===== src/rtl/dod_pkg.sv =====
// Shared types and constants for the dictionary operand decoder.
package dod_pkg;

  localparam int unsigned MaxSymbols = 33022;
  localparam int unsigned QueueDepth = 4;

  // Stream encoding constants
  localparam logic [7:0]  EscByte        = 8'hFF;
  localparam logic [15:0] WordIndexLimit = 16'h7FFF;
  localparam logic [15:0] WordRaw32      = 16'hFFFF;
  localparam logic [15:0] WordIndexBase  = 16'h00FF;

  typedef enum logic [1:0] {
    ErrNone  = 2'd0,
    ErrBad8  = 2'd1,
    ErrBad15 = 2'd2
  } err_e;

  typedef enum logic {
    ReqLoad = 1'b0,
    ReqByte = 1'b1
  } req_e;

  // Work handed from the front end to the back end
  typedef enum logic [1:0] {
    OpLoad   = 2'd0,  // write a dictionary entry
    OpLookup = 2'd1,  // read a dictionary entry, result ok
    OpResult = 2'd2   // result fully known already (raw value or error)
  } op_kind_e;

  typedef struct packed {
    op_kind_e    kind;
    logic [15:0] index;
    logic [31:0] value;
    err_e        err;
  } op_t;

endpackage


===== src/rtl/dod_in_if.sv =====
// Input channel: load items and stream bytes with valid/ready handshake.
interface dod_in_if;
  logic        valid;
  logic        ready;
  logic        req_type;
  logic [15:0] entry_index;
  logic [31:0] entry_value;
  logic [7:0]  stream_byte;

  modport source (
    output valid, req_type, entry_index, entry_value, stream_byte,
    input  ready
  );
  modport sink (
    input  valid, req_type, entry_index, entry_value, stream_byte,
    output ready
  );
endinterface


===== src/rtl/dod_front.sv =====
// Front end: accepts beats, tracks the symbol phase and classifies work ops.
module dod_front #(
  parameter int unsigned MaxSymbols = dod_pkg::MaxSymbols
) (
  input  logic          clk_i,
  input  logic          rst_ni,
  dod_in_if.sink        in_ch,
  input  logic          cfg_we_i,
  input  logic [15:0]   cfg_wdata_i,
  input  logic          full_i,
  output logic          push_o,
  output dod_pkg::op_t  push_op_o
);

  typedef enum logic [6:0] {
    PhIdle   = 7'b0000001,
    PhWordLo = 7'b0000010,
    PhWordHi = 7'b0000100,
    PhRaw0   = 7'b0001000,
    PhRaw1   = 7'b0010000,
    PhRaw2   = 7'b0100000,
    PhRaw3   = 7'b1000000
  } phase_e;

  phase_e        phase_q, phase_d;
  logic [31:0]   partial_q, partial_d;
  logic [15:0]   sym_count_q;
  logic          accept;
  logic [15:0]   word;
  logic [15:0]   word_idx;
  logic          op_valid;
  dod_pkg::op_t  op;

  // Range check of a dictionary index against the count and the capacity
  function automatic dod_pkg::op_t classify(logic [15:0] idx, logic [15:0] count,
                                            dod_pkg::err_e err);
    dod_pkg::op_t res;
    res = '{kind: dod_pkg::OpResult, index: idx, value: '0, err: err};
    if ((idx < count) && (32'(idx) < MaxSymbols)) begin
      res.kind = dod_pkg::OpLookup;
      res.err  = dod_pkg::ErrNone;
    end
    return res;
  endfunction

  assign in_ch.ready = !full_i;
  assign accept      = in_ch.valid && in_ch.ready;

  // Escape word: low byte held in partial, high byte arriving now
  assign word     = {in_ch.stream_byte, partial_q[7:0]};
  assign word_idx = word + dod_pkg::WordIndexBase;

  // Phase machine and op classification
  always_comb begin
    phase_d   = phase_q;
    partial_d = partial_q;
    op_valid  = 1'b0;
    op        = '{kind: dod_pkg::OpResult, index: '0, value: '0, err: dod_pkg::ErrNone};
    if (accept) begin
      if (in_ch.req_type == dod_pkg::ReqLoad) begin
        // slots beyond capacity are dropped here
        if (32'(in_ch.entry_index) < MaxSymbols) begin
          op_valid = 1'b1;
          op = '{kind: dod_pkg::OpLoad, index: in_ch.entry_index,
                 value: in_ch.entry_value, err: dod_pkg::ErrNone};
        end
      end else begin
        unique case (phase_q)
          PhWordLo: begin
            partial_d = {24'd0, in_ch.stream_byte};
            phase_d   = PhWordHi;
          end
          PhWordHi: begin
            partial_d = '0;
            phase_d   = PhIdle;
            if (word < dod_pkg::WordIndexLimit) begin
              op_valid = 1'b1;
              op = classify(word_idx, sym_count_q, dod_pkg::ErrBad15);
            end else if (word < dod_pkg::WordRaw32) begin
              op_valid = 1'b1;
              op.value = {17'd0, word[14:0]};
            end else begin
              phase_d = PhRaw0;
            end
          end
          PhRaw0: begin
            partial_d = {24'd0, in_ch.stream_byte};
            phase_d   = PhRaw1;
          end
          PhRaw1: begin
            partial_d[15:8] = in_ch.stream_byte;
            phase_d         = PhRaw2;
          end
          PhRaw2: begin
            partial_d[23:16] = in_ch.stream_byte;
            phase_d          = PhRaw3;
          end
          PhRaw3: begin
            op_valid  = 1'b1;
            op.value  = {in_ch.stream_byte, partial_q[23:0]};
            partial_d = '0;
            phase_d   = PhIdle;
          end
          default: begin
            // first byte of a symbol
            partial_d = '0;
            if (in_ch.stream_byte < dod_pkg::EscByte) begin
              op_valid = 1'b1;
              op = classify({8'd0, in_ch.stream_byte}, sym_count_q, dod_pkg::ErrBad8);
              phase_d = PhIdle;
            end else begin
              phase_d = PhWordLo;
            end
          end
        endcase
      end
    end
  end

  assign push_o    = op_valid;
  assign push_op_o = op;

  // State registers
  always_ff @(posedge clk_i or negedge rst_ni) begin
    if (!rst_ni) begin
      phase_q     <= PhIdle;
      partial_q   <= '0;
      sym_count_q <= '0;
    end else begin
      phase_q   <= phase_d;
      partial_q <= partial_d;
      if (cfg_we_i) begin
        sym_count_q <= cfg_wdata_i;
      end
    end
  end

endmodule


===== src/flat_wrapper.sv =====
// flat-port wrapper written by rule: the top's interface ports become plain ports
module dod_front_flat 
#(
  parameter int unsigned MaxSymbols = dod_pkg::MaxSymbols
)
  (clk_i, rst_ni, cfg_we_i, cfg_wdata_i, full_i, push_o, push_op_o, in_ch_valid, in_ch_req_type, in_ch_entry_index, in_ch_entry_value, in_ch_stream_byte, in_ch_ready);
  dod_in_if in_ch_i ();
  input  logic clk_i;
  input  logic rst_ni;
  input  logic cfg_we_i;
  input  logic [15:0] cfg_wdata_i;
  input  logic full_i;
  output logic push_o;
  output dod_pkg::op_t push_op_o;
  input wire logic [$bits(in_ch_i.valid)-1:0] in_ch_valid;
  input wire logic [$bits(in_ch_i.req_type)-1:0] in_ch_req_type;
  input wire logic [$bits(in_ch_i.entry_index)-1:0] in_ch_entry_index;
  input wire logic [$bits(in_ch_i.entry_value)-1:0] in_ch_entry_value;
  input wire logic [$bits(in_ch_i.stream_byte)-1:0] in_ch_stream_byte;
  output wire logic [$bits(in_ch_i.ready)-1:0] in_ch_ready;
  assign in_ch_i.valid = in_ch_valid;
  assign in_ch_i.req_type = in_ch_req_type;
  assign in_ch_i.entry_index = in_ch_entry_index;
  assign in_ch_i.entry_value = in_ch_entry_value;
  assign in_ch_i.stream_byte = in_ch_stream_byte;
  assign in_ch_ready = in_ch_i.ready;
  dod_front #(.MaxSymbols(MaxSymbols)) u_core (.clk_i(clk_i), .rst_ni(rst_ni), .in_ch(in_ch_i), .cfg_we_i(cfg_we_i), .cfg_wdata_i(cfg_wdata_i), .full_i(full_i), .push_o(push_o), .push_op_o(push_op_o));
endmodule

===== config.mk =====
export PLATFORM = sky130hd
export DESIGN_NAME = dod_front_flat
export DESIGN_NICKNAME = d
export VERILOG_FILES = /design/src/rtl/dod_pkg.sv /design/src/rtl/dod_in_if.sv /design/src/rtl/dod_front.sv /design/src/flat_wrapper.sv
export SDC_FILE = /design/constraint.sdc
export NUM_CORES = 1
export LEC_CHECK = 0
export BUFFER_PORTS_ARGS = -buffer_cell sky130_fd_sc_hd__clkbuf_2
export CORE_UTILIZATION = 30
export CTS_BUF_LIST = sky130_fd_sc_hd__clkbuf_16
export DETAILED_ROUTE_END_ITERATION = 6
export PLACE_DENSITY = 0.51
export SYNTH_ARGS = -nofsm -noshare
export SYNTH_HDL_FRONTEND = slang
export SYNTH_SLANG_ARGS = --single-unit
export TNS_END_PERCENT = 1

===== constraint.sdc =====
create_clock -name clk_i -period 3.71 [get_ports clk_i]
set_input_delay 0.5565 -clock clk_i [delete_from_list [all_inputs] [get_ports clk_i]]
set_output_delay 0.5565 -clock clk_i [all_outputs]
set_load 0.1 [all_outputs]

After elaboration in Yosys (flattened, before gate mapping)
Index checks and enable logic that the tools add are counted.
{"block": "totals", "register_bits": 47, "latchBits": 0, "ram_bits": 0, "mem_bits_ro": 0, "input_bits": 78, "out_inout_bits": 54, "elab_cells": 62, "n_memories": 0}
{"block": "op_classes", "n_addsub": 1, "n_mul": 0, "div_mod_pow": 0, "magnitude_cmp": 7, "n_eq_ne": 6, "shift": 0, "mux": 29, "bitwise_logic": 3, "reduce_logical": 11}
{"cell": "52-bit two-way mux", "count": 4}
{"cell": "32-bit case mux with 3 select lines", "count": 1}
{"cell": "16-bit < comparator (second input constant)", "count": 3}
{"cell": "8-bit case mux with 2 select lines", "count": 3}
{"cell": "7-bit case mux with 6 select lines", "count": 1}
{"cell": "18-bit case mux with 2 select lines", "count": 1}
{"cell": "15-bit two-way mux", "count": 2}
{"cell": "18-bit two-way mux", "count": 1}
{"cell": "16-bit by 8-bit adder with 16-bit output (second input constant)", "count": 1}
{"cell": "16-bit by 15-bit < comparator with 1-bit output (second input constant)", "count": 1}
{"cell": "16-bit < comparator", "count": 1}
{"cell": "8-bit by 16-bit < comparator with 1-bit output", "count": 1}
{"cell": "2-bit two-way mux", "count": 5}
{"cell": "3-bit AND reduction", "count": 3}
{"cell": "8-bit < comparator (second input constant)", "count": 1}
{"cell": "7-bit by 2-bit == test with 1-bit output (second input constant)", "count": 1}
{"cell": "7-bit by 3-bit == test with 1-bit output (second input constant)", "count": 1}
{"cell": "7-bit by 4-bit == test with 1-bit output (second input constant)", "count": 1}
{"cell": "7-bit by 5-bit == test with 1-bit output (second input constant)", "count": 1}
{"cell": "7-bit by 6-bit == test with 1-bit output (second input constant)", "count": 1}
{"cell": "7-bit == test (second input constant)", "count": 1}
{"cell": "1-bit two-way mux", "count": 7}
{"cell": "7-bit two-way mux", "count": 1}
{"cell": "5-bit OR reduction", "count": 1}
{"cell": "other kinds (9)", "count": 13}

Logic depth before layout (Yosys ltp)
{"block": "logic_depth", "word_depth": 8, "ltp_mapped": 14, "depth_no_buf": 13}

Worst setup path before layout
No wires, ideal clock.
{"block": "synth_timing", "path_kind": "reg2out", "start": "register u_core.partial_q[0]", "end": "output port push_op_o[50] (netlist bit)", "arrival_ns": 4.490, "required_ns": 3.154, "setup_slack_ns": -1.336, "path_stages_with_launch": 15, "path_buffers": 1, "path_cell_list": "dfrtp_1 inv_1 ha_1 buf_2 or4b_4 nor2_1 xor2_1 ha_1 and3_1 a221oi_1 o21a_1 maj3_1 a21oi_1 or3_1 a21oi_1"}
{"item": "start: declaration", "line_no": "dod_front.sv:26", "text": "logic [31:0] partial_q, partial_d;"}
{"item": "start signal: assignment", "line_no": "dod_front.sv:131", "text": "partial_q <= partial_d;"}
{"item": "end: declaration", "line_no": "flat_wrapper.sv:14", "text": "output dod_pkg::op_t push_op_o;"}

==> results.yml <==
power_and_ir_drop:
  power.leakage_nw: 2.754
  peakVddDrop_mv: 0.1659
  p_per_area_nw_per_um2: 254.1
  p_total_mw: 1.587
logic_synthesis:
  synth_top_family_by_area: "simple AND/OR/NAND/NOR gates"
  synth_area_um2: 4054
  synthCells: 551
  synth-compound-area-share: 0.2432
  synth_nets: 651
  synth.distinct_cells: 60
  synth_edf_count: 0
  yosysMostFrequentCell: "nand2_1"
  synth_top_cell_by_area: "dfrtp_1"
  synthXorXnorAreaFrac: 0.03241
  syn_area_per_cell_um2: 7.357
  yosys.area_share.adder: 0.07037
  yosys_register_bits: 47
  netlist.area_leader.share: 0.2840
  ys.flop_type: "dfrtp_1"
  muxShareOfSynthArea: 0.01605
  synth_area_leaders: "dfrtp_1, nand2_1, ha_1, o21ai_0, a21oi_1"
  synthArstFlopShare: 1.000
  ys.warnings.count: 0
  synth-simple-area-share: 0.2747
  synth_common_cells: "nand2_1, o21ai_0, dfrtp_1"
  ys_seq_area_frac: 0.2904
finish:
  drive_above_1_share: 0.3381
  area_growth_syn_to_layout_pct: 54.07
  antenna_cells: 0
  fin_nets: 803
  nFillCells: 1325
  final_util: 0.4735
global_route:
  overflow: 0
  grt_pass1_vias: 4510
  grt_pass1_wl_um: 23690
  antenna_found_initial: 0
  grt_max_degree: 52
  grt_usage: 0.2115
sta:
  grt_setup_unrepaired: "yes"
  slew_headroom: 0.3397
  worst_slew_pin_slew_ns: 0.9867
  period_needed_ns: 4.046
  max_freq_ghz: 0.2471
  fin_crit_sh: 1.091
  finClkSkew_ns: 0.006713
  timing.final.ws_setup_ns: -0.3361
  maxSlewViolCount: 0
  hold_viol_final: 0
  hold_slack_ns: 0.2551
  finalSetupViolations: 3
critical_path:
  worstPathMaxFanout: 2
  criticalPathCategory: "reg2out"
  cp-end-kind: "output port"
  slowest_delay_ns: 0.47
  cp_cell_sequence: "inv_2, ha_4, or4b_4, nor2_4, xor2_2, ha_1, and3_4, a221oi_2, o21a_1, maj3_2, a21oi_2, or3_4, a31o_1, buf_12"
  start_kind: "flop"
  arrival_ns: 3.49
  slowest_stage: "or4b_4"
  critPathRequiredTime_ns: 3.15
clocking:
  path_clk_slew_ns: 0.07
  cts_max_level: 2
  cts_buffer_depth: 2
  insertion_delay_ns: 0.29
  clock-root-buffer: "clkbuf_16"
  cts_tree: "done"
  cts_sinks: 47
  hold_buffers: 0
  numCtsBuffers: 5
worst_hold_path:
  hp-class: "in2async"
routing:
  drtPass1Iterations: 4
  drt-initial-drc-count: 325
  drt_drc_violations_left: 0
  wire_per_inst_um: 16.75
  wl_um: 14740
  vias: 4600
  viasPerCell: 5.227
  ant_nets: 0
die:
  die_height_um: 118.2
  initial_core_util: 0.3073
  dieArea_um2: 13980
  io_pins: 132
  core_um2: 13190
  row_count: 42
  die_w_um: 118.2
run_status:
  status: "complete, but fails checks"
  violations: "negative setup slack"
place:
  gp_congestion: 0.8888
  io_buffers: 131
  hpwlAfterDp_um: 11590
job:
  maxCapViolCount: 0
[where the power goes]
part           switching (mW)  internal [mW]  total, mW
registers              0.0109          0.533      0.544
clock network           0.203          0.318      0.522
logic                   0.329          0.193      0.522
total                   0.543           1.04       1.59
[worst paths after layout]
check                                          start  slack (ns)  cells past startpoint                endpoint
worst max-delay path             u_core.partial_q[1]       -0.34                     14           push_op_o[51]
worst min-delay path                          rst_ni        0.26                      1     u_core.partial_q[9]
worst max register to register     u_core.phase_q[3]        1.50                      6       u_core.phase_q[0]
worst min register to register  u_core.partial_q[12]        0.49                      2    u_core.partial_q[12]
max in group asynchronous                     rst_ni        2.68                      2  u_core.sym_count_q[13]
min in group clk_i                    cfg_wdata_i[4]        0.47                      3   u_core.sym_count_q[4]
[cell families (layout without fill, tap and decap cells)]
kind of cell | count (synthesis) | after routing
and+or+nand+nor | 229 | 229
AOI/OAI and AO/OA | 159 | 159
buffers and inverters | 72 | 225
DFF | 47 | 47
adders and majority gates | 23 | 23
xor gates and xnor gates | 15 | 15
muxes | 6 | 6
[layout by cell type (no fill, tap or decap), types with 29 or more instances in the layout]
cell / n
nand2_1: 107
clkbuf_2: 78
buf_4: 63
buf_12: 52
o21ai_0: 47
dfrtp_1: 46
a21oi_1: 41
nand3_1: 31
nor2_1: 29
[worst max-delay path: cells and delay by family (launching register included)]
family / cells / cell delay (ns)
AND/OR/NAND/NOR: 4 / 1.10
adder cells (fa/ha/maj): 3 / 0.57
XOR/XNOR: 1 / 0.18
AO/OA/AOI/OAI: 4 / 0.71
buffers and inverters: 2 / 0.25
flip-flops: 1 / 0.39
[metrics by stage]
step,area (µm²),setup slack (ns),cells,setup TNS [ns]
2_1_floorplan,4068,-0.8609,551,-13.00
3_3_place_gp,5946,-0.2070,865,-0.3768
3_5_place_dp,5946,-0.2542,865,-0.4695
4_1_cts,6182,-0.3670,874,-0.8544
5_1_grt,6246,-0.4392,880,-1.119
6_report,6246,-0.3361,880,-0.7671
[what timing repair did]
action | CTS | global route
endpoints found under the setup margin | 3 | 3
cloned | 0 | 0
pin swaps | 9 | 7
resized for setup | 14 | 4
setup buffers | 1 | 6
[registers in the layout, indices dropped and copies added (netlist names)]
name and count:
u_core.phase_q 7, u_core.partial_q 24, u_core.sym_count_q 16
[final cells by class]
| class | count | area, µm² | share of cell area |
|---|---|---|---|
| clock buffers | 5 | 125.1 | 0.02003 |
| clock inverters | 3 | 42.54 | 0.006811 |
| inverters | 24 | 90.09 | 0.01442 |
| multi-input cells | 432 | 2686 | 0.4301 |
| flip-flops and latches | 47 | 1177 | 0.1885 |
| well taps | 176 | 220.2 | 0.03526 |
| repair buffers | 193 | 1904 | 0.3049 |
[metal layers]
layer | vias to the layer above | track usage | part of all wire | wire (µm)
li1 | 2256 | - | - | -
met1 | 2151 | 0.2852 | 0.47 | 6892
met2 | 175 | 0.3548 | 0.46 | 6814
met3 | 18 | 0.02606 | 0.052 | 772
met4 | 0 | 0.05689 | 0.017 | 256
met5 | - | 0 | 0 | 0
Power figures use the tool's default switching activity.
