## config.mk

```make
export PLATFORM = sky130hd
export DESIGN_NAME = dod_queue
export DESIGN_NICKNAME = d
export VERILOG_FILES = /design/src/rtl/dod_pkg.sv /design/src/rtl/dod_queue.sv
export SDC_FILE = /design/constraint.sdc
export NUM_CORES = 1
export LEC_CHECK = 0
export ABC_AREA = 1
export BUFFER_PORTS_ARGS = -buffer_cell sky130_fd_sc_hd__buf_2
export CAP_MARGIN = 10
export CORE_MARGIN = 3
export CORE_UTILIZATION = 55
export DETAILED_ROUTE_END_ITERATION = 12
export PLACE_DENSITY = 0.73
export SLEW_MARGIN = 20
export SYNTH_ARGS = -nofsm -noshare
export SYNTH_HDL_FRONTEND = slang
export SYNTH_SLANG_ARGS = --single-unit
```

## constraint.sdc

```tcl
create_clock -name clk_i -period 4.07 [get_ports clk_i]
set_clock_uncertainty 0.1 [all_clocks]
set_input_delay 0 -clock clk_i [delete_from_list [all_inputs] [get_ports clk_i]]
set_output_delay 0 -clock clk_i [all_outputs]
set_load 0.01 [all_outputs]
```

## src/rtl/dod_pkg.sv

```systemverilog
// Shared types and constants for the dictionary operand decoder.
package dod_pkg;

  localparam int unsigned MaxSymbols = 33022;
  localparam int unsigned QueueDepth = 4;

  // Stream encoding constants
  localparam logic [7:0]  EscByte        = 8'hFF;
  localparam logic [15:0] WordIndexLimit = 16'h7FFF;
  localparam logic [15:0] WordRaw32      = 16'hFFFF;
  localparam logic [15:0] WordIndexBase  = 16'h00FF;

  typedef enum logic [1:0] {
    ErrNone  = 2'd0,
    ErrBad8  = 2'd1,
    ErrBad15 = 2'd2
  } err_e;

  typedef enum logic {
    ReqLoad = 1'b0,
    ReqByte = 1'b1
  } req_e;

  // Work handed from the front end to the back end
  typedef enum logic [1:0] {
    OpLoad   = 2'd0,  // write a dictionary entry
    OpLookup = 2'd1,  // read a dictionary entry, result ok
    OpResult = 2'd2   // result fully known already (raw value or error)
  } op_kind_e;

  typedef struct packed {
    op_kind_e    kind;
    logic [15:0] index;
    logic [31:0] value;
    err_e        err;
  } op_t;

endpackage

```

## src/rtl/dod_queue.sv

```systemverilog
// Short op queue between the front end and the back end.
module dod_queue #(
  parameter int unsigned Depth = dod_pkg::QueueDepth
) (
  input  logic          clk_i,
  input  logic          rst_ni,
  input  logic          push_i,
  input  dod_pkg::op_t  push_op_i,
  output logic          full_o,
  input  logic          pop_i,
  output logic          valid_o,
  output dod_pkg::op_t  head_o
);

  localparam int unsigned PtrW = (Depth > 1) ? $clog2(Depth) : 1;
  localparam int unsigned CntW = $clog2(Depth + 1);
  localparam logic [PtrW-1:0] LastPtr = PtrW'(Depth - 1);
  localparam logic [CntW-1:0] FullCnt = CntW'(Depth);

  dod_pkg::op_t    slots_q [Depth];
  logic [PtrW-1:0] wr_ptr_q, wr_ptr_d;
  logic [PtrW-1:0] rd_ptr_q, rd_ptr_d;
  logic [CntW-1:0] count_q, count_d;
  logic            do_push, do_pop;

  assign full_o  = (count_q == FullCnt);
  assign valid_o = (count_q != '0);
  assign head_o  = slots_q[rd_ptr_q];
  assign do_push = push_i && !full_o;
  assign do_pop  = pop_i && valid_o;

  // Pointer and count update
  always_comb begin
    wr_ptr_d = wr_ptr_q;
    rd_ptr_d = rd_ptr_q;
    count_d  = count_q;
    if (do_push) begin
      wr_ptr_d = (wr_ptr_q == LastPtr) ? '0 : wr_ptr_q + 1'b1;
    end
    if (do_pop) begin
      rd_ptr_d = (rd_ptr_q == LastPtr) ? '0 : rd_ptr_q + 1'b1;
    end
    if (do_push && !do_pop) begin
      count_d = count_q + 1'b1;
    end else if (do_pop && !do_push) begin
      count_d = count_q - 1'b1;
    end
  end

  always_ff @(posedge clk_i or negedge rst_ni) begin
    if (!rst_ni) begin
      wr_ptr_q <= '0;
      rd_ptr_q <= '0;
      count_q  <= '0;
    end else begin
      wr_ptr_q <= wr_ptr_d;
      rd_ptr_q <= rd_ptr_d;
      count_q  <= count_d;
    end
  end

  // Slot storage
  always_ff @(posedge clk_i) begin
    if (do_push) begin
      slots_q[wr_ptr_q] <= push_op_i;
    end
  end

endmodule

```

# Word-level counts from Yosys, hierarchy flattened
# Memory sizes are Yosys's and may differ from the RTL's.
# Index checks and enable logic that the tools add are counted.
[totals] register_bits=7 ram_bits=208 input_bits=56 out_inout_bits=54 n_memories=1
[classes] addsub=4 n_eq_ne=3 n_mux=6 reduce_logical=9
[mem_list] name="slots_q" words=4 width=52 rd=1 rd_ports_with_merged_regs=0 wr=1 line_no="dod_queue.sv:20" text="dod_pkg::op_t slots_q [Depth];"
[ops] op="2-to-1 mux 3 bit" n=2
[ops] op="adder 2 x 1 -> 2 bit (second input constant)" n=2
[ops] op="equality test 2 bit (second input constant)" n=2
[ops] op="logical AND 1 bit" n=4
[ops] op="2-to-1 mux 2 bit" n=2
[ops] op="adder 3 x 1 -> 3 bit (second input constant)" n=1
[ops] op="equality test 3 bit (second input constant)" n=1
[ops] op="zero test 1 bit" n=3
[ops] op="nonzero test 3 bit" n=1
[ops] op="subtractor 3 x 1 -> 3 bit (second input constant)" n=1
[ops] op="2-to-1 mux 1 bit" n=2
[ops] op="nonzero test 2 bit" n=1

# Logic depth before layout (Yosys ltp)
# Gate-level depths: netlist (run 1).
[logic_depth] depth_word=7 depth_mapped=12 mapped_depth_nobuf=12

# Worst setup path before layout (run 1)
# Ideal clock, no wire load.
[synth_path] path_type="reg-to-reg" startpoint="register count_q[0]" endpoint="memory slots_q[0][0] (netlist bit) (enable)" setup_time_ns=0.462 arrival_ns=2.907 required_time_ns=3.508 slack_ns=0.601 path_stages_with_launch=5 path_buffers=0 cell_sequence="dfrtp_1 inv_1 nand3_1 nand2_1 nor2_1"
[synth_between] elab_chain_len=5
[synth_lines] item="start: declaration" line_no="dod_queue.sv:23" text="logic [CntW-1:0] count_q, count_d;"
[synth_lines] item="start signal: assignment" line_no="dod_queue.sv:58" text="count_q <= count_d;"
[synth_lines] item="equality test 3 bit" line_no="dod_queue.sv:26" text="assign full_o = (count_q == FullCnt);"
[synth_lines] item="zero test 1 bit" line_no="dod_queue.sv:29" text="assign do_push = push_i && !full_o;"
[synth_lines] item="logical AND 1 bit" line_no="dod_queue.sv:29"
[synth_lines] item="2-to-1 mux 1 bit" line_no="dod_queue.sv:64" text="if (do_push) begin"
[synth_lines] item="2-to-1 mux 1 bit (implied by the code)" line_no="dod_queue.sv:65" text="slots_q[wr_ptr_q] <= push_op_i;"
[synth_lines] item="end: declaration" line_no="dod_queue.sv:20"
# Every way passes these cells.

==> summary.txt, run 1 <==
Drt
  • Detailed Routing Iterations Pass 1: 5
  • Vias/cell: 5.16
  • Drt drc: 0
  • Wire per inst: 16.6 um
  • Vias: 5,443
  • Routed Antenna Nets: 0
  • Iteration-0 DRC Markers: 344
  • Routed WL: 17,500 um

Timing
  • Endpoints failing hold: 0
  • Setup TNS: 0 ns
  • Final Slew Violations: 0
  • # setup viols final: 0
  • Worst-margin pin slew: 1.04 ns
  • Tcrit/Tclk final: 0.669
  • Max frequency: 367 MHz
  • Setup WS post-layout: 1.35 ns
  • Unrepaired setup endpoints after global routing: false
  • Slew margin rel.: 0.306
  • Final min period: 2.72 ns
  • Worst hold slack: 0.151 ns

Critical path
  • FF-to-FF path depth: 5
  • CP required: 3.97 ns
  • Crit path kind: reg -> out
  • Top delay family on crit path: flip-flops
  • Levels on crit path: 5
  • Crit start category: register
  • Crit path DAT: 2.62 ns
  • Crit path buffers/inverters: 2
  • Endpoint type of the worst setup path: output pin
  • Most common cell on crit path: nand2_1
  • Slowest CP cell: dfrtp_4
  • CP peak stage delay: 1.03 ns
  • Crit-path cells: buf_12 > nand2_1 > o211ai_1 > nand2_1 > buf_2
  • Worst-path fanout max: 116

Run status
  • Outcome: completed

Clock network
  • Bufs on Longest Clock Path: 3
  • Clk sinks: 215
  • Root Driver: clkbuf_16
  • Worst skew pair latency: 0.49 ns
  • Setup bufs post-CTS: 0
  • CTS tree: yes
  • Max H-tree Level: 1
  • Clock slew at reported path FFs: 0.07 ns
  • Num CTS Buffers: 22

Global routing
  • GRT Total Usage: 0.199
  • Grt total ovfl: 0
  • Number of global-route vias before repair: 5,538
  • Largest net degree at the start of global routing: 117
  • Initial antenna violation count: 0
  • First-pass GRT wire length: 28,000 um

Pwr
  • Static leakage: 4.29 nW
  • Power Density: 697 nW/um^2
  • Worst vdd ir: 527 uV

Final layout
  • Area Overhead vs Synth: 23.6%
  • Inserted Diodes: 0
  • Layout cell share with drive strength beyond 1: 0.178
  • Final net count: 892
  • Most common cell after layout, fill and taps aside: edfxtp_1
  • Most frequent cells in the layout: 208 x edfxtp_1, 171 x nand2_1, 118 x inv_1, 109 x buf_2, 104 x o211ai_1
  • Final instance area: 10,700 sq um
  • Fill count: 1,031
  • Multi-input logic area: 1630 sq um
  • Fin cells: 1,055
  • Register Area: 6430 sq um

Placed design
  • Cell count after placement: 959
  • Final HPWL DP: 9920 um
  • Pre-CTS WS: 1.42 ns
  • Port Buffers: 109
  • Placer Congestion: 0.747
  • Placed Area: 9390 sq um

Synthesis
  • Post-Syn Area: 8640 sq um
  • Post-synth top area cell: edfxtp_1
  • Synth warn: 0
  • Area contributors post-synth: edfxtp_1 72%, o211ai_1 9.0%, nand2_1 7.4%, inv_1 5.1%, dfrtp_1 2.0%
  • Synth Instances: 666
  • Synth unique cells: 15
  • Yosys top cell area share: 0.723
  • Share of the yosys chip area belonging to registers: 0.743
  • Number of synthesized register bits: 215
  • Syn_nets: 729
  • Syn_area_per_cell: 13.0 sq um

Hold path
  • Hold WC Path Type: in -> reg
  • Hold path cells: 2

Die
  • Initial core utilization: 0.566
  • Die height: 131 um
  • Io pins: 110
  • Rows: 45
  • CORE AREA: 15,300 sq um
  • Die footprint: 17,200 sq um
  • Die X: 131 um

Job
  • Max-cap violations: 0
==> per-stage QoR <==
step,utilization,total power (W)
floorplan,-,0.00465
global placement,0.615,0.00536
detailed placement,0.615,0.00546
CTS,0.698,0.00748
global route,0.700,0.00789
finish,0.700,0.00745
==> registers in the layout, summed over array words and instances, names as in the netlist <==
| register | cells |
|---|---|
| slots_q | 208 |
| count_q | 3 |
| rd_ptr_q | 2 |
| wr_ptr_q | 2 |
==> worst register-to-register path: stages (launching register included) <==
cell and delay, ns:
dfrtp_1 0.42, inv_1 0.08, nand3_1 0.15, nand2_1 0.30, nor2_4 0.61, buf_4 0.56
==> per-layer routing <==
| layer | wire length [um] | track usage | up-vias |
|---|---|---|---|
| met5 | 0 | 0 | - |
| met4 | 383 | 0.0566 | 0 |
| met3 | 942 | 0.0322 | 27 |
| met2 | 9240 | 0.368 | 158 |
| met1 | 6930 | 0.242 | 2629 |
| li1 | - | - | 2629 |
==> synth_stat cells, drive strengths merged <==
master,instances
o21ai,1
nand4,1
buf,34
nand3,7
nand2,171
ha,6
fa,1
nor2,6
o211ai,104
inv,119
xnor2,1
edfxtp,208
dfrtp,7
==> area by class of cell <==
class,instances,area share
flip-flops and latches,215,0.602
multi-input cells,298,0.152
repair buffers,173,0.113
clock buffers,28,0.0537
inverters,119,0.0418
well taps,211,0.0247
clock inverters,11,0.0124
==> cells by family (layout without fill, tap and decap cells) <==
group | Yosys count | count (layout) | share of synthesized area
XOR/XNOR | 1 | 1 | 0.00101
AO/OA/AOI/OAI | 105 | 105 | 0.0910
adder cells (fa/ha/maj) | 7 | 7 | 0.0110
AND/OR/NAND/NOR | 185 | 185 | 0.0817
flip-flops | 215 | 215 | 0.743
buffers and inverters | 153 | 331 | 0.0720
==> where the power goes <==
part / internal [W] / switching [W]
clock network: 0.00118 / 0.000784
logic: 0.000831 / 0.00149
registers: 0.00291 / 0.000244
==> timing repair <==
action | in CTS | in global routing
endpoints found under the hold margin | 220 | 0
hold buffers | 56 | 0
gates resized for setup | 0 | 0
==> final timing paths <==
kind | startpoint | end | slack, ns
setup / recovery | rd_ptr_q[0]$_DFFE_PN0P_ | head_o[46] | 1.35
max in group asynchronous | rst_ni | rd_ptr_q[0]$_DFFE_PN0P_ | 3.23
hold / removal | push_op_i[30] | slots_q[1][30]$_DFFE_PP_ | 0.15
setup reg to reg | count_q[0]$_DFFE_PN0P_ | slots_q[0][38]$_DFFE_PP_ | 1.49
min in group asynchronous | rst_ni | rd_ptr_q[0]$_DFFE_PN0P_ | 0.37
hold reg to reg | count_q[2]$_DFFE_PN0P_ | count_q[2]$_DFFE_PN0P_ | 0.41
Power figures use the tool's default switching activity.
==> run 2: changes to the inputs <==
--- a/config.mk
+++ b/config.mk
@@ -9,7 +9,7 @@
 export BUFFER_PORTS_ARGS = -buffer_cell sky130_fd_sc_hd__buf_2
 export CAP_MARGIN = 10
 export CORE_MARGIN = 3
-export CORE_UTILIZATION = 55
+export CORE_UTILIZATION = 52
 export DETAILED_ROUTE_END_ITERATION = 12
 export PLACE_DENSITY = 0.73
 export SLEW_MARGIN = 20
==> constraint.sdc (replaced) <==
create_clock -name clk_i -period 2.5 [get_ports clk_i]
set_clock_uncertainty 0.1 [all_clocks]
set_input_delay 0 -clock clk_i [delete_from_list [all_inputs] [get_ports clk_i]]
set_output_delay 0 -clock clk_i [all_outputs]
set_load 0.01 [all_outputs]
==> summary.txt, run 2 (same netlist as run 1, synthesis figures left out) <==
Critical path
  • CP peak stage delay: 0.81 ns (-0.22 ns)
  • Endpoint type of the worst setup path: output pin
  • CP required: 2.40 ns (-1.57 ns)
  • Top delay family on crit path: flip-flops
  • Crit path DAT: 2.17 ns (-0.45 ns)
  • Most common cell on crit path: nand2_1
  • Crit-path cells: buf_4 > nand2_1 > o211ai_1 > nand2_1 > buf_2
  • Crit path kind: reg -> out
  • Worst-path fanout max: 52 (-55%)
  • Crit start category: register
  • Slowest CP cell: dfrtp_4
  • Crit path buffers/inverters: 2 (unchanged)

Global routing
  • First-pass GRT wire length: 27,600 um (-1.6%)
  • Initial antenna violation count: 0 (unchanged)
  • Largest net degree at the start of global routing: 61 (-48%)
  • Number of global-route vias before repair: 5,479 (-1.1%)
  • GRT Total Usage: 0.191 (-0.00838)
  • Grt total ovfl: 0 (unchanged)

Die
  • Rows: 46 (+2.2%)
  • Die X: 135 um (+2.7%)
  • Die height: 135 um (+2.7%)
  • Io pins: 110 (unchanged)
  • Initial core utilization: 0.538 (-0.0282)
  • CORE AREA: 16,100 sq um (+5.2%)
  • Die footprint: 18,200 sq um (+5.5%)

Drt
  • Detailed Routing Iterations Pass 1: 5 (unchanged)
  • Drt drc: 0 (unchanged)
  • Iteration-0 DRC Markers: 352 (+2.3%)
  • Vias: 5,486 (+0.79%)
  • Wire per inst: 16.2 um (-2.1%)
  • Vias/cell: 5.16 (about the same)
  • Routed Antenna Nets: 0 (unchanged)
  • Routed WL: 17,200 um (-1.4%)

Placed design
  • Final HPWL DP: 10,100 um (+1.4%)
  • Placed Area: 9470 sq um (+0.95%)
  • Placer Congestion: 0.832 (+11%)
  • Port Buffers: 109 (unchanged)

Clock network
  • Clk sinks: 215 (unchanged)
  • Hold Buf Count CTS: 56 (unchanged)
  • Num CTS Buffers: 22 (unchanged)
  • CTS tree: yes
  • Bufs on Longest Clock Path: 3 (unchanged)
  • Clock slew at reported path FFs: 0.06 ns (about the same)
  • Worst skew pair latency: 0.48 ns (about the same)
  • Root Driver: clkbuf_16
  • Setup bufs post-CTS: 0 (unchanged)
  • Max H-tree Level: 1 (unchanged)
  • CTS resizes: 0 (unchanged)

Timing
  • Max frequency: 441 MHz
  • Unrepaired setup endpoints after global routing: false
  • Endpoints failing hold: 0 (unchanged)
  • Final Slew Violations: 0 (unchanged)
  • Worst hold slack: 0.162 ns (+0.0110 ns)
  • # setup viols final: 0 (unchanged)
  • Worst-margin pin slew: 0.675 ns (-0.364 ns)
  • Tcrit/Tclk final: 0.907
  • Slew margin rel.: 0.550 (+0.244)
  • Final min period: 2.27 ns
  • Setup TNS: 0 ns (unchanged)

Final layout
  • Top Registers: slots_q: 208 flops, count_q: 3 flops
  • Multi-input logic area: 1630 sq um (unchanged)
  • Most common cell after layout, fill and taps aside: edfxtp_1
  • Fill count: 1,126 (+9.2%)
  • Register name with the most flops: slots_q
  • Largest register FFs: 208 (unchanged)
  • Final Core Density: 0.667 (-0.0330)
  • Register Area: 6430 sq um (unchanged)
  • Most frequent cells in the layout: 208 x edfxtp_1, 171 x nand2_1, 118 x inv_1, 109 x buf_2, 104 x o211ai_1
  • Final instance area: 10,700 sq um (+0.28%)
  • Final net count: 897 (+0.56%)
  • Area Overhead vs Synth: 24.0%
  • Inserted Diodes: 0 (unchanged)
  • Layout cell share with drive strength beyond 1: 0.187 (+0.00882)

Run status
  • Outcome: completed

Pwr
  • Power Density: 1130 nW/um^2 (+62%)
  • Tot Pwr: 0.0121 W (+62%)
  • Worst vdd ir: 746 uV (+42%)
  • Static leakage: 4.31 nW (+0.39%)

Hold path
  • Hold WC Path Type: in -> reg

Job
  • Max-cap violations: 0 (unchanged)
## run 2: report_power, final
part	leakage [nW]	switching [W]	internal (W)
combinational	1.99	0.00257	0.00143
sequential	1.99	0.000316	0.00474
clock	0.328	0.00124	0.00177
total	4.31	0.00413	0.00794
## run 2: worst paths after layout
check / depth (start not counted) / end / from / slack, ns
worst max register to register: 10 / count_q[2]$_DFFE_PN0P_ / count_q[1]$_DFFE_PN0P_ / 0.45
worst min register to register: 2 / wr_ptr_q[1]$_DFFE_PN0P_ / wr_ptr_q[1]$_DFFE_PN0P_ / 0.43
worst max-delay path: 5 / head_o[41] / rd_ptr_q[0]$_DFFE_PN0P_ / 0.23
worst min-delay path: 2 / slots_q[0][38]$_DFFE_PP_ / push_op_i[38] / 0.16
min in group asynchronous: 3 / count_q[0]$_DFFE_PN0P_ / rst_ni / 0.38
max in group asynchronous: 3 / rd_ptr_q[0]$_DFFE_PN0P_ / rst_ni / 1.63
## run 2: final cells by class
class	count	area share
repair buffers	178	0.118
clock buffers	26	0.0548
well taps	216	0.0252
multi-input cells	298	0.152
clock inverters	11	0.00818
flip-flops and latches	215	0.600
inverters	119	0.0417
## run 2: metrics by stage
step,setup WS [ns],cells
2_1_floorplan,-0.146,666
3_3_place_gp,0.650,970
3_5_place_dp,0.511,970
4_1_cts,0.219,1063
5_1_grt,0.0445,1063
6_report,0.231,1063
## run 2: worst register-to-register path, stage by stage, from the launching register on
cell     delay [ns]
dfrtp_1        0.41
inv_1          0.12
nand3_1        0.16
nand2_1        0.16
ha_1           0.19
inv_1          0.08
fa_1           0.40
inv_1          0.09
nand2_1        0.07
nand4_1        0.10
nand2_1        0.07
## run 2: metal layers
| layer | vias up | GRT usage | part of all wire |
|---|---|---|---|
| met5 | - | 0 | 0 |
| met1 | 2641 | 0.242 | 0.41 |
| li1 | 2646 | - | - |
| met3 | 37 | 0.0354 | 0.054 |
| met2 | 162 | 0.337 | 0.52 |
| met4 | 0 | 0.0543 | 0.018 |
